## config.mk

```make
export PLATFORM = sky130hd
export DESIGN_NAME = virtual_fat16_sector_reader
export DESIGN_NICKNAME = d
export VERILOG_FILES = /design/src/vfat_pkg.sv /design/src/vfat_rom.sv /design/src/virtual_fat16_sector_reader.sv
export VERILOG_INCLUDE_DIRS = /design/src /design/src/src
export SDC_FILE = /design/constraint.sdc
export NUM_CORES = 1
export LEC_CHECK = 0
export ABC_AREA = 1
export BUFFER_PORTS_ARGS = -buffer_cell sky130_fd_sc_hd__buf_2
export CAP_MARGIN = 20
export CORE_AREA = 10 10 195 197
export DETAILED_ROUTE_END_ITERATION = 10
export DIE_AREA = 0 0 205 207
export GPL_TIMING_DRIVEN = 0
export HOLD_SLACK_MARGIN = 0.03
export PLACE_DENSITY_LB_ADDON = 0.15
export SLEW_MARGIN = 25
export SYNTH_ARGS = -nofsm -noshare
export SYNTH_HDL_FRONTEND = slang
export SYNTH_SLANG_ARGS = --single-unit
```

## constraint.sdc

```tcl
create_clock -name i_clk -period 3.65 [get_ports i_clk]
set_input_delay 0.1825 -clock i_clk [delete_from_list [all_inputs] [get_ports i_clk]]
set_output_delay 0.1825 -clock i_clk [all_outputs]
set_load 0.005 [all_outputs]
```

## src/virtual_fat16_sector_reader_defines.svh

```systemverilog
// Assertion macros for the virtual FAT16 sector reader.
// No dependencies; included by the top level, which must declare i_clk and i_rst_n.
`ifndef VIRTUAL_FAT16_SECTOR_READER_DEFINES_SVH
`define VIRTUAL_FAT16_SECTOR_READER_DEFINES_SVH

// Same-cycle implication, checked outside reset.
`define VFAT_ASSERT_NOW(lbl, ante, cons, msg) \
    lbl: assert property (@(posedge i_clk) disable iff (!i_rst_n) (ante) |-> (cons)) \
        else $error(msg);

// Next-cycle implication, checked outside reset.
`define VFAT_ASSERT_NEXT(lbl, ante, cons, msg) \
    lbl: assert property (@(posedge i_clk) disable iff (!i_rst_n) (ante) |=> (cons)) \
        else $error(msg);

`endif

```

## src/vfat_pkg.sv

```systemverilog
// Shared types, disk geometry and text content for the virtual FAT16 sector reader.
// No dependencies; imported by vfat_rom and virtual_fat16_sector_reader.
package vfat_pkg;

    // Geometry
    localparam int SECTOR_BYTES        = 512;
    localparam int SECTORS_PER_CLUSTER = 8;
    localparam int FAT_SECTORS         = 16;
    localparam int ROOT_ENTRIES        = 128;

    localparam int RESERVED_SECTORS = 1;
    localparam int FAT_COPIES       = 2;
    localparam int ROOT_SECTORS     = (ROOT_ENTRIES * 32 + SECTOR_BYTES - 1) / SECTOR_BYTES;
    localparam int FAT1_LBA         = RESERVED_SECTORS;
    localparam int FAT2_LBA         = FAT1_LBA + FAT_SECTORS;
    localparam int ROOT_LBA         = FAT1_LBA + FAT_COPIES * FAT_SECTORS;
    localparam int DATA_LBA         = ROOT_LBA + ROOT_SECTORS;
    localparam int PAGE_LBA         = DATA_LBA + SECTORS_PER_CLUSTER;   // cluster 3

    localparam logic [15:0] BPS_W  = 16'(SECTOR_BYTES);
    localparam logic [7:0]  SPC_W  = 8'(SECTORS_PER_CLUSTER);
    localparam logic [15:0] RSV_W  = 16'(RESERVED_SECTORS);
    localparam logic [7:0]  NFAT_W = 8'(FAT_COPIES);
    localparam logic [15:0] RE_W   = 16'(ROOT_ENTRIES);
    localparam logic [15:0] FATS_W = 16'(FAT_SECTORS);

    localparam logic [7:0] MEDIA_BYTE = 8'hF8;

    // Register reset values
    localparam logic [15:0] TOTAL_SECTORS_RST = 16'd8192;
    localparam logic [63:0] LABEL_HEAD_RST    = 64'h2020_2020_2020_2020;
    localparam logic [23:0] LABEL_TAIL_RST    = 24'h20_2020;

    localparam int CFG_DATA_W = 64;

    typedef enum logic [1:0] {
        CFG_TOTAL_SECTORS = 2'd0,
        CFG_LABEL_HEAD    = 2'd1,
        CFG_LABEL_TAIL    = 2'd2
    } t_cfg_index;

    // File contents, first character in the most significant byte
    localparam logic [15:0] CRLF = 16'h0D0A;

    localparam INFO_TEXT = {
        "UF2 Bootloader", CRLF,
        "Model: MX25UW25645GXDI00_STM3", "2H7S3Z8T", CRLF,
        "Board-ID: STM3", "2H7S3Z8T", CRLF
    };

    localparam PAGE_TEXT = {
        "<!doctype html><html><head><meta charset=\"utf-8\">",
        "<title>UF2BOOT</title></head><body>",
        "<h3>UF2BOOT</h3>",
        "<p>Drag and drop a UF2 file to update the application.</p>",
        "</body></html>", CRLF
    };

    localparam int INFO_LEN = $bits(INFO_TEXT) / 8;
    localparam int PAGE_LEN = $bits(PAGE_TEXT) / 8;

    localparam logic [9:0]  INFO_LEN_W  = 10'(INFO_LEN);
    localparam logic [9:0]  PAGE_LEN_W  = 10'(PAGE_LEN);
    localparam logic [31:0] INFO_SIZE_W = 32'(INFO_LEN);
    localparam logic [31:0] PAGE_SIZE_W = 32'(PAGE_LEN);

    // Transactions
    typedef struct packed {
        logic [31:0] sector_address;
        logic [8:0]  byte_index;
        logic        last_in_read;
    } t_in_item;

    typedef struct packed {
        logic [7:0] data_byte;
        logic       out_of_range;
        logic       last_byte;
    } t_out_item;

    // File ROM address: page selects the HTML file, else the info file
    typedef struct packed {
        logic       page;
        logic [7:0] idx;
    } t_rom_addr;

endpackage

```

## src/vfat_rom.sv

```systemverilog
// Synchronous ROM holding the two text files of the data area.
// Depends on vfat_pkg for the file texts and the address type.
module vfat_rom import vfat_pkg::*; (
    input  logic      i_clk,
    input  logic      i_en,
    input  t_rom_addr i_addr,
    output logic [7:0] o_data
);

    logic [7:0] r_data;

    function automatic logic [7:0] rom_byte(t_rom_addr a);
        logic [9:0] idx;
        logic [7:0] b;
        idx = {2'b00, a.idx};
        b   = 8'h00;
        if (a.page) begin
            if (idx < PAGE_LEN_W) begin
                b = PAGE_TEXT[8 * (PAGE_LEN - 1 - int'(idx)) +: 8];
            end
        end else begin
            if (idx < INFO_LEN_W) begin
                b = INFO_TEXT[8 * (INFO_LEN - 1 - int'(idx)) +: 8];
            end
        end
        return b;
    endfunction

    always_ff @(posedge i_clk) begin
        if (i_en) begin
            r_data <= rom_byte(i_addr);
        end
    end

    assign o_data = r_data;

endmodule

```

## src/virtual_fat16_sector_reader.sv

```systemverilog
// Channel  | Signals                                   | Direction
// ---------+-------------------------------------------+----------
// in       | i_in_valid / o_in_ready / i_in_item       | to block
// out      | o_out_valid / i_out_ready / o_out_item    | from block
// cfg      | i_cfg_we / i_cfg_index / i_cfg_wdata      | to block
//
// Two-stage pipeline: decode plus file ROM read, then byte select into the
// output register. One transaction per cycle while the output is not stalled.
// Synchronous active-low reset clears both valid bits and loads the register
// defaults. A stall at the output holds both stages; the input takes a
// transaction whenever the decode stage is empty or moves on.
// Depends on vfat_pkg, vfat_rom and the assertion macro header.
`include "virtual_fat16_sector_reader_defines.svh"

module virtual_fat16_sector_reader import vfat_pkg::*; (
    input  logic                  i_clk,
    input  logic                  i_rst_n,
    input  logic                  i_in_valid,
    output logic                  o_in_ready,
    input  t_in_item              i_in_item,
    output logic                  o_out_valid,
    input  logic                  i_out_ready,
    output t_out_item             o_out_item,
    input  logic                  i_cfg_we,
    input  logic [1:0]            i_cfg_index,
    input  logic [CFG_DATA_W-1:0] i_cfg_wdata
);

    typedef enum logic [4:0] {
        REG_ZERO = 5'b00001,
        REG_BOOT = 5'b00010,
        REG_FAT  = 5'b00100,
        REG_ROOT = 5'b01000,
        REG_FILE = 5'b10000
    } t_region;

    typedef struct packed {
        t_region    region;
        logic [8:0] byte_index;
        logic       oor;
        logic       last;
    } t_s1;

    localparam logic [63:0] OEM_NAME = "MSDOS5.0";
    localparam logic [63:0] FS_TYPE  = "FAT16   ";
    localparam logic [87:0] INFO_NAME = "INFO_UF2TXT";
    localparam logic [87:0] PAGE_NAME = "INDEX   HTM";

    logic [15:0] r_total_sectors;
    logic [63:0] r_label_head;
    logic [23:0] r_label_tail;

    logic       r_s1_valid;
    t_s1        r_s1;
    t_s1        n_s1;
    logic       r_out_valid;
    t_out_item  r_out;
    t_out_item  n_out;

    logic       s1_free;
    logic       out_load;
    logic       in_fire;
    t_rom_addr  rom_addr;
    logic [7:0] rom_data;

    // ---------------- byte generators ----------------
    function automatic logic [7:0] label_char(logic [3:0] k, logic [63:0] head,
                                              logic [23:0] tail);
        logic [7:0] b;
        if (k < 4'd8) begin
            b = head[8 * k[2:0] +: 8];
        end else if (k[1:0] == 2'd3) begin
            b = 8'h00;
        end else begin
            b = tail[8 * k[1:0] +: 8];
        end
        return b;
    endfunction

    function automatic logic [7:0] boot_byte(logic [8:0] i, logic [15:0] total,
                                             logic [63:0] head, logic [23:0] tail);
        logic [8:0] d_oem;
        logic [8:0] d_lbl;
        logic [8:0] d_fs;
        logic [7:0] b;
        d_oem = i - 9'h003;
        d_lbl = i - 9'h02B;
        d_fs  = i - 9'h036;
        case (i) inside
            9'h000: b = 8'hEB;
            9'h001: b = 8'h3C;
            9'h002: b = 8'h90;
            [9'h003:9'h00A]: b = OEM_NAME[8 * (3'd7 - d_oem[2:0]) +: 8];
            9'h00B: b = BPS_W[7:0];
            9'h00C: b = BPS_W[15:8];
            9'h00D: b = SPC_W;
            9'h00E: b = RSV_W[7:0];
            9'h00F: b = RSV_W[15:8];
            9'h010: b = NFAT_W;
            9'h011: b = RE_W[7:0];
            9'h012: b = RE_W[15:8];
            9'h013: b = total[7:0];
            9'h014: b = total[15:8];
            9'h015: b = MEDIA_BYTE;
            9'h016: b = FATS_W[7:0];
            9'h017: b = FATS_W[15:8];
            9'h018: b = 8'h3F;
            9'h01A: b = 8'hFF;
            9'h024: b = 8'h80;
            9'h026: b = 8'h29;
            9'h027: b = 8'h78;
            9'h028: b = 8'h56;
            9'h029: b = 8'h34;
            9'h02A: b = 8'h12;
            [9'h02B:9'h035]: b = label_char(d_lbl[3:0], head, tail);
            [9'h036:9'h03D]: b = FS_TYPE[8 * (3'd7 - d_fs[2:0]) +: 8];
            9'h1FE: b = 8'h55;
            9'h1FF: b = 8'hAA;
            default: b = 8'h00;
        endcase
        return b;
    endfunction

    function automatic logic [7:0] file_entry(logic [4:0] k, logic [87:0] name,
                                              logic [15:0] cluster, logic [31:0] size);
        logic [7:0] b;
        b = 8'h00;
        if (k < 5'd11) begin
            b = name[8 * (4'd10 - k[3:0]) +: 8];
        end else if (k == 5'd11) begin
            b = 8'h20;
        end else if (k == 5'd26 || k == 5'd27) begin
            b = cluster[8 * k[0] +: 8];
        end else if (k >= 5'd28) begin
            b = size[8 * k[1:0] +: 8];
        end
        return b;
    endfunction

    function automatic logic [7:0] root_byte(logic [8:0] i, logic [63:0] head,
                                             logic [23:0] tail);
        logic [4:0] k;
        logic [7:0] b;
        k = i[4:0];
        case (i[8:5])
            4'd0: begin
                if (k < 5'd11) begin
                    b = label_char(k[3:0], head, tail);
                end else begin
                    b = (k == 5'd11) ? 8'h08 : 8'h00;    // volume label attribute
                end
            end
            4'd1:    b = file_entry(k, INFO_NAME, 16'd2, INFO_SIZE_W);
            4'd2:    b = file_entry(k, PAGE_NAME, 16'd3, PAGE_SIZE_W);
            default: b = 8'h00;
        endcase
        return b;
    endfunction

    // ---------------- configuration ----------------
    always_ff @(posedge i_clk) begin
        if (!i_rst_n) begin
            r_total_sectors <= TOTAL_SECTORS_RST;
            r_label_head    <= LABEL_HEAD_RST;
            r_label_tail    <= LABEL_TAIL_RST;
        end else if (i_cfg_we) begin
            unique case (t_cfg_index'(i_cfg_index))
                CFG_TOTAL_SECTORS: r_total_sectors <= i_cfg_wdata[15:0];
                CFG_LABEL_HEAD:    r_label_head    <= i_cfg_wdata;
                CFG_LABEL_TAIL:    r_label_tail    <= i_cfg_wdata[23:0];
                default: ;
            endcase
        end
    end

    // ---------------- flow control ----------------
    assign out_load   = !r_out_valid || i_out_ready;
    assign s1_free    = !r_s1_valid || out_load;
    assign in_fire    = i_in_valid && s1_free;
    assign o_in_ready = s1_free;

    // ---------------- stage 1: decode ----------------
    always_comb begin
        logic [31:0] lba;
        logic [9:0]  bi;
        lba = i_in_item.sector_address;
        bi  = {1'b0, i_in_item.byte_index};
        n_s1.byte_index = i_in_item.byte_index;
        n_s1.last       = i_in_item.last_in_read;
        n_s1.oor        = lba >= {16'h0000, r_total_sectors};
        n_s1.region     = REG_ZERO;
        if (!n_s1.oor) begin
            if (lba == 32'd0) begin
                n_s1.region = REG_BOOT;
            end else if (lba == 32'(FAT1_LBA) || lba == 32'(FAT2_LBA)) begin
                // only the first eight bytes of each copy carry entries
                n_s1.region = (bi < 10'd8) ? REG_FAT : REG_ZERO;
            end else if (lba == 32'(ROOT_LBA)) begin
                n_s1.region = REG_ROOT;
            end else if ((lba == 32'(DATA_LBA) && bi < INFO_LEN_W) ||
                         (lba == 32'(PAGE_LBA) && bi < PAGE_LEN_W)) begin
                n_s1.region = REG_FILE;
            end
        end
        rom_addr.page = (lba == 32'(PAGE_LBA));
        rom_addr.idx  = i_in_item.byte_index[7:0];
    end

    vfat_rom u_rom (
        .i_clk  (i_clk),
        .i_en   (in_fire),
        .i_addr (rom_addr),
        .o_data (rom_data)
    );

    // ---------------- stage 2: byte select ----------------
    always_comb begin
        n_out.out_of_range = r_s1.oor;
        n_out.last_byte    = r_s1.last;
        case (r_s1.region)
            REG_BOOT: n_out.data_byte = boot_byte(r_s1.byte_index, r_total_sectors,
                                                  r_label_head, r_label_tail);
            REG_FAT:  n_out.data_byte = (r_s1.byte_index == 9'd0) ? MEDIA_BYTE : 8'hFF;
            REG_ROOT: n_out.data_byte = root_byte(r_s1.byte_index, r_label_head,
                                                  r_label_tail);
            REG_FILE: n_out.data_byte = rom_data;
            default:  n_out.data_byte = 8'h00;
        endcase
    end

    // ---------------- pipeline registers ----------------
    always_ff @(posedge i_clk) begin
        if (!i_rst_n) begin
            r_s1_valid  <= 1'b0;
            r_out_valid <= 1'b0;
        end else begin
            if (s1_free) begin
                r_s1_valid <= i_in_valid;
            end
            if (out_load) begin
                r_out_valid <= r_s1_valid;
            end
        end
    end

    always_ff @(posedge i_clk) begin
        if (in_fire) begin
            r_s1 <= n_s1;
        end
        if (out_load && r_s1_valid) begin
            r_out <= n_out;
        end
    end

    assign o_out_valid = r_out_valid;
    assign o_out_item  = r_out;

    // ---------------- assertions ----------------
    `VFAT_ASSERT_NOW(a_region_onehot, r_s1_valid, $onehot(r_s1.region), "decode region not one-hot")
    `VFAT_ASSERT_NOW(a_oor_zero, o_out_valid && o_out_item.out_of_range, o_out_item.data_byte == 8'h00, "out of range transaction with nonzero data")
    `VFAT_ASSERT_NOW(a_full_stall, r_s1_valid && r_out_valid && !i_out_ready, !o_in_ready, "input ready while both stages are held")
    `VFAT_ASSERT_NEXT(a_fire_fills, in_fire, r_s1_valid, "accepted transaction lost in decode stage")

endmodule
```

[Word-level counts from Yosys, hierarchy flattened]
Index checks and enable logic that the tools add are counted.
Word-level totals
  word-level logic and storage cells: 171
  register bits after elaboration: 140
  output and inout bits: 12
  bits of input ports: 113
Cells by class
  muxes and demuxes: 54
  add/sub/neg operators: 8
  shift-type cells: 14
  reduce and logical (&&, ||, !) cells: 22
  $lt $le $gt $ge: 16
  eq/ne operators: 43
Operators with widths (count)
  variable part select 1392 x 32 -> 8 bit, first input constant: 1
  variable part select 632 x 32 -> 8 bit, first input constant: 1
  2-to-1 mux 8 bit: 45
  variable part select 88 x 33 -> 8 bit, first input constant: 2
  variable part select 64 x 33 -> 8 bit, first input constant: 2
  variable part select 64 x 7 -> 8 bit: 2
  equality test 32 x 6 -> 1 bit, second input constant: 3
  equality test 9 x 5 -> 1 bit, second input constant: 10
  variable part select 32 x 6 -> 8 bit, first input constant: 2
  equality test 9 x 6 -> 1 bit, second input constant: 6
  variable part select 24 x 6 -> 8 bit: 2
  equality test 9 x 4 -> 1 bit, second input constant: 5
  equality test 32 x 1 -> 1 bit, second input constant: 1
  equality test 32 x 5 -> 1 bit, second input constant: 1
  >= comparator 32 x 16 -> 1 bit: 1
  zero test 32 bit: 1
  one-hot mux 8 bit (4 select lines): 1
  variable part select 16 x 5 -> 8 bit, first input constant: 2
  one-hot mux 8 bit (3 select lines): 1
  equality test 9 bit, second input constant: 2
  >= comparator 9 x 6 -> 1 bit, second input constant: 2
  <= comparator 9 x 6 -> 1 bit, second input constant: 2
  equality test 5 bit, second input constant: 3
  2-to-1 mux 5 bit: 3
  other kinds (37): 56

[Depth between registers and ports, before layout]
  word-level depth: 31
  depth in mapped cells: 29
  gate-level depth less buffers: 25

[Modules after synthesis]
From an unflattened synthesis, not the netlist that was laid out.
Unflattened totals
  cells, all modules: 2070
  area, all modules: 12201.7 sq um
By module, submodules not included
  virtual_fat16_sector_reader: times used 1, area an instance 8695.8 sq um, sequential area each 2902.8 sq um, cells an instance 1355
  vfat_rom: times used 1, area an instance 3505.9 sq um, sequential area each 210.2 sq um, cells an instance 715

[Least setup slack after synthesis]
No wires, ideal clock.
  path type: flip-flop to flip-flop
  start: register r_s1[2] (netlist bit)
  end: register r_out, in the netlist o_out_item[7] (data pin)
  stages on the path, launching flop included: 29
  required time: 3.397 ns
  arrival: 3.175 ns
  library setup time: 0.253 ns
  path buffers: 6
  path slack: 0.222 ns
  clock period less this slack: 3.428 ns
  path through: edfxtp_1 -> buf_2 -> inv_2 -> buf_2 -> buf_2 -> buf_2 -> buf_2 -> ha_1 -> inv_1 -> buf_1 -> nand3_1 -> nand3_1 -> nand3_1 -> nand2_1 -> nand2_1 -> nand3_1 -> nand2_1 -> nand2_1 -> nand2_1 -> nand2_1 -> nand3_1 -> nand2_1 -> nand2_1 -> nand2_1 -> nand2_1 -> nand2_1 -> nand2_1 -> nand2_1 -> nand2_1
RTL lines
  start: declaration: line virtual_fat16_sector_reader.sv:54  | t_s1 r_s1;
  start signal: assignment: line virtual_fat16_sector_reader.sv:248  | r_s1 <= n_s1;
  end signal: assignment: line virtual_fat16_sector_reader.sv:251  | r_out <= n_out;
  end: declaration: line virtual_fat16_sector_reader.sv:57  | t_out_item r_out;

==> qor_table.md <==
| Parameter | Value |
|:---|:---|
| Result of the run | finished clean |
| Number of global-route vias before repair | 14,400 |
| Detailed route wirelength on metal3 | 3230 µm |
| Startpoint Class | register |
| Register-to-Register Path Depth | 20 |
| Crit-path max FO | 10 |
| Number of buffers between clock root and the deepest sink | 2 |
| Initial DRC Count | 1,341 |
| Maximum number of pins on one net before global-route repair | 24 |
| Wire length of the first global-routing pass | 88,800 µm |
| Critical path start-end classification | register to register |
| Total DRC errors in the routed layout | 0 |
| Data arrival time of the critical path | 3710 ps |
| Overall die height | 207 µm |
| Final weighted congestion in routability-driven placement | 0.976 |
| Total die area | 0.0424 mm² |
| Top flip-flop cell by instance count after synthesis | sky130_fd_sc_hd__dfxtp_1 |
| Count of different cell masters after synthesis | 52 |
| RSZ-0062 raised after global routing | no |
| Reported max-cap violation count | 0 |
| TritonCTS buffer count | 17 |
| Static leakage | 6.34 nW |
| Syn avg cell area | 5.94 µm² |
| Gr usage total | 0.270 |
| Number of vias in the routed layout | 14,900 |
| Nets in the synthesized netlist | 2,132 |
| Met1 Wirelength | 23,300 µm |
| Slew at the pin with the worst max-slew slack | 977 ps |
| Cell count after synthesis | 1,989 |
| Capturing point of the worst reg2reg path | o_out_item[3] |
| 1st-pass router iterations | 8 |
| Nets@finish | 2,318 |
| I/O Buffers | 123 |
| Part of the Yosys area used for sequential elements | 0.264 |
| Number of antenna violations at the first check in global routing | 0 |
| Final slew viol count | 0 |
| Beginning of the worst register-to-register path | r_s1[2] |
| Largest clock skew in the final design | 8.72 ps |
| Placed Instance Area | 0.0130 mm² |
| Final antenna-violating net count | 0 |
| Count of final hold-check violations | 0 |
| Power density cells | 349 mW/mm² |
| Wire length per cell | 22.3 µm |
| Register bit total from synthesis | 139 |
| Internal reg-to-reg setup slack | 120 ps |
| Relative slew margins | 0.349 |
| # setup viols final | 0 |
| Growth of design area from synthesis to finish | 19.9% |
| Overall routed net length | 59,000 µm |
| Clock-pin slew on the worst setup and hold paths | 60 ps |
| Post-DR vias/cell | 5.65 |
| Floorplan row count | 68 |
| Endpoint class of the critical path | register |
| Cell at the root of the clock tree | sky130_fd_sc_hd__clkbuf_16 |
| Worst Hold Path Cells | 3 |
| Clock tree from TritonCTS | built |
| Post-route cell area | 0.0142 mm² |
| Grt ovf | 0 |
| Hold crit path type | input pin to register |
| Worst min-delay path startpoint | i_cfg_wdata[1] |
| Final HPWL from detailed placement | 46,800 µm |
| Number of H-tree branching levels | 4 |
| Fmax achieved | 0.283 GHz |
| Post-synth design cell area | 0.0118 mm² |
| Amount of wire on met2 after detailed routing | 29,100 µm |
| Number of antenna diodes | 0 |
| Power consumption | 4.94 mW |
| Clock period minus final worst setup slack | 3530 ps |
| WHS Endpoint | r_label_head[1] |
| Share of flip-flops with an asynchronous set or reset after synthesis | 0 |
| Uppermost metal layer occupied by signal nets | met4 |
| Source-to-sink clock delay at the later pin of the worst-skew pair | 440 ps |
| Count of pins on the block boundary | 125 |
| Final worst hold slack | 47.7 ps |
| Synthesis warning total | 0 |
| Final worst path period share | 0.967 |
| Critical path required time | 3830 ps |
| Largest voltage drop on the vdd net | 0.327 mV |
| Effective utilization at floorplan | 0.346 |
| Die width | 205 µm |
| Number of synthesized flops with an enable pin | 33 |
| Number of clock sinks seen by CTS | 139 |
| Core footprint | 0.0341 mm² |
| Final core utilization | 0.415 |
| Share of cells above drive strength 1 | 0.121 |
flip-flops by register name, summed over array words and instances (netlist names):
register         flops
o_out_valid          1
n_out                2
u_rom.o_data         7
o_out_item          10
r_label_head        64
r_label_tail        24
r_total_sectors     16
r_s1                14
r_s1_valid           1
worst max-delay path by stage:
stage	endpoint	slack, ps	startpoint	cells after the start
3_5_place_dp	o_out_item[4]	-1710	r_s1[2]	22
3_3_place_gp	o_out_item[4]	-1730	r_s1[2]	22
4_1_cts	o_out_item[8]	10	r_s1[2]	28
2_1_floorplan	o_out_item[7]	220	r_s1[2]	28
5_1_grt	u_rom.o_data[3]	10	i_in_item[3]	16
6_report	o_out_item[3]	120	r_s1[2]	20
what timing repair did:
item	in CTS	in global routing
gates resized for setup	46	20
endpoints found under the setup margin	8	10
buffers inserted	5	3
hold buffers	39	0
pin swaps	2	2
endpoints found under the hold margin	42	0
logic make-up (layout without fill, tap and decap cells):
family          Yosys count  in the layout  share of synthesized area
compound gates          579            579                      0.271
xor+xnor                  5              5                    0.00371
fa+ha+maj                30             30                     0.0318
buf+inv                 330            528                      0.109
flops                   139            139                      0.264
simple gates            906            906                      0.321
through the flow:
stage	setup TNS (ps)	setup WS, ps	std cells
2_1_floorplan	0	222	1989
3_3_place_gp	-11340	-1730	2567
3_5_place_dp	-10940	-1710	2567
4_1_cts	0	11.2	2641
5_1_grt	0	11.3	2642
6_report	0	121	2642
cells in the final DEF, fill, tap and decap left out, types with 14 or more instances in the layout:
master | Yosys | routed
sky130_fd_sc_hd__dfxtp_1 | 106 | 106
sky130_fd_sc_hd__buf_2 | 27 | 145
sky130_fd_sc_hd__nor3_1 | 23 | 22
sky130_fd_sc_hd__nand2_2 | 11 | 15
sky130_fd_sc_hd__nor2_1 | 234 | 233
sky130_fd_sc_hd__edfxtp_1 | 33 | 33
sky130_fd_sc_hd__ha_1 | 30 | 27
sky130_fd_sc_hd__nand4_1 | 21 | 21
sky130_fd_sc_hd__o21ai_0 | 276 | 271
sky130_fd_sc_hd__o21ai_1 | 11 | 14
sky130_fd_sc_hd__nand2_1 | 445 | 441
sky130_fd_sc_hd__clkbuf_1 | 61 | 56
sky130_fd_sc_hd__nand3_1 | 140 | 139
sky130_fd_sc_hd__inv_2 | 17 | 17
sky130_fd_sc_hd__inv_1 | 213 | 210
sky130_fd_sc_hd__dlygate4sd3_1 | 0 | 39
sky130_fd_sc_hd__a21oi_1 | 182 | 180
sky130_fd_sc_hd__clkbuf_16 | 0 | 17
sky130_fd_sc_hd__o211ai_1 | 37 | 37
where the power goes:
group	switching [mW]	leakage, nW	internal [mW]
Combinational	1.09	4.88	0.465
Sequential	0.0522	1.19	1.65
Clock	0.730	0.268	0.947
worst max-delay path: stages (launching register included):
cell	delay (ps)
sky130_fd_sc_hd__edfxtp_1	490
sky130_fd_sc_hd__buf_4	180
sky130_fd_sc_hd__buf_4	140
sky130_fd_sc_hd__ha_1	240
sky130_fd_sc_hd__inv_2	130
sky130_fd_sc_hd__ha_2	340
sky130_fd_sc_hd__clkinv_2	160
sky130_fd_sc_hd__buf_4	240
sky130_fd_sc_hd__nand3_1	170
sky130_fd_sc_hd__nand3_1	150
sky130_fd_sc_hd__nand2_1	70
sky130_fd_sc_hd__nand2_1	70
sky130_fd_sc_hd__nand3_1	80
sky130_fd_sc_hd__nand2_1	60
sky130_fd_sc_hd__nand3_1	90
sky130_fd_sc_hd__o21bai_2	210
sky130_fd_sc_hd__nand4_1	150
sky130_fd_sc_hd__nand3_1	110
sky130_fd_sc_hd__nand2_1	50
sky130_fd_sc_hd__nand2_1	50
sky130_fd_sc_hd__nand2_1	60
cells in the mapped netlist, drive strengths merged, types with 9 or more instances:
master / number / area [µm²]
nor2: 245 / 957
nand2: 459 / 1770
o21ai: 289 / 1450
clkbuf: 61 / 229
nor3: 23 / 115
o22ai: 9 / 56.3
o211ai: 37 / 278
ha: 30 / 375
nor4: 11 / 68.8
o31ai: 10 / 75.1
inv: 230 / 863
nand3: 140 / 701
nand4: 21 / 131
buf: 34 / 173
edfxtp: 33 / 991
a21oi: 184 / 928
dfxtp: 106 / 2120
layer usage:
layer  track usage  vias up
li1              -     7063
met1         0.311     7017
met2         0.472      681
met3        0.0367      157
met4         0.147        0
met5             0        -
area by class of cell:
class | count | area [µm²]
plain buffers | 92 | 480
clock buffers | 19 | 437
clock inverters | 12 | 114
fillers | 3790 | 20000
inverters | 235 | 895
multi-input cells | 1520 | 7480
flip-flops and latches | 139 | 3110
well taps | 455 | 569
repair buffers | 170 | 1070
Power figures use the tool's default switching activity.
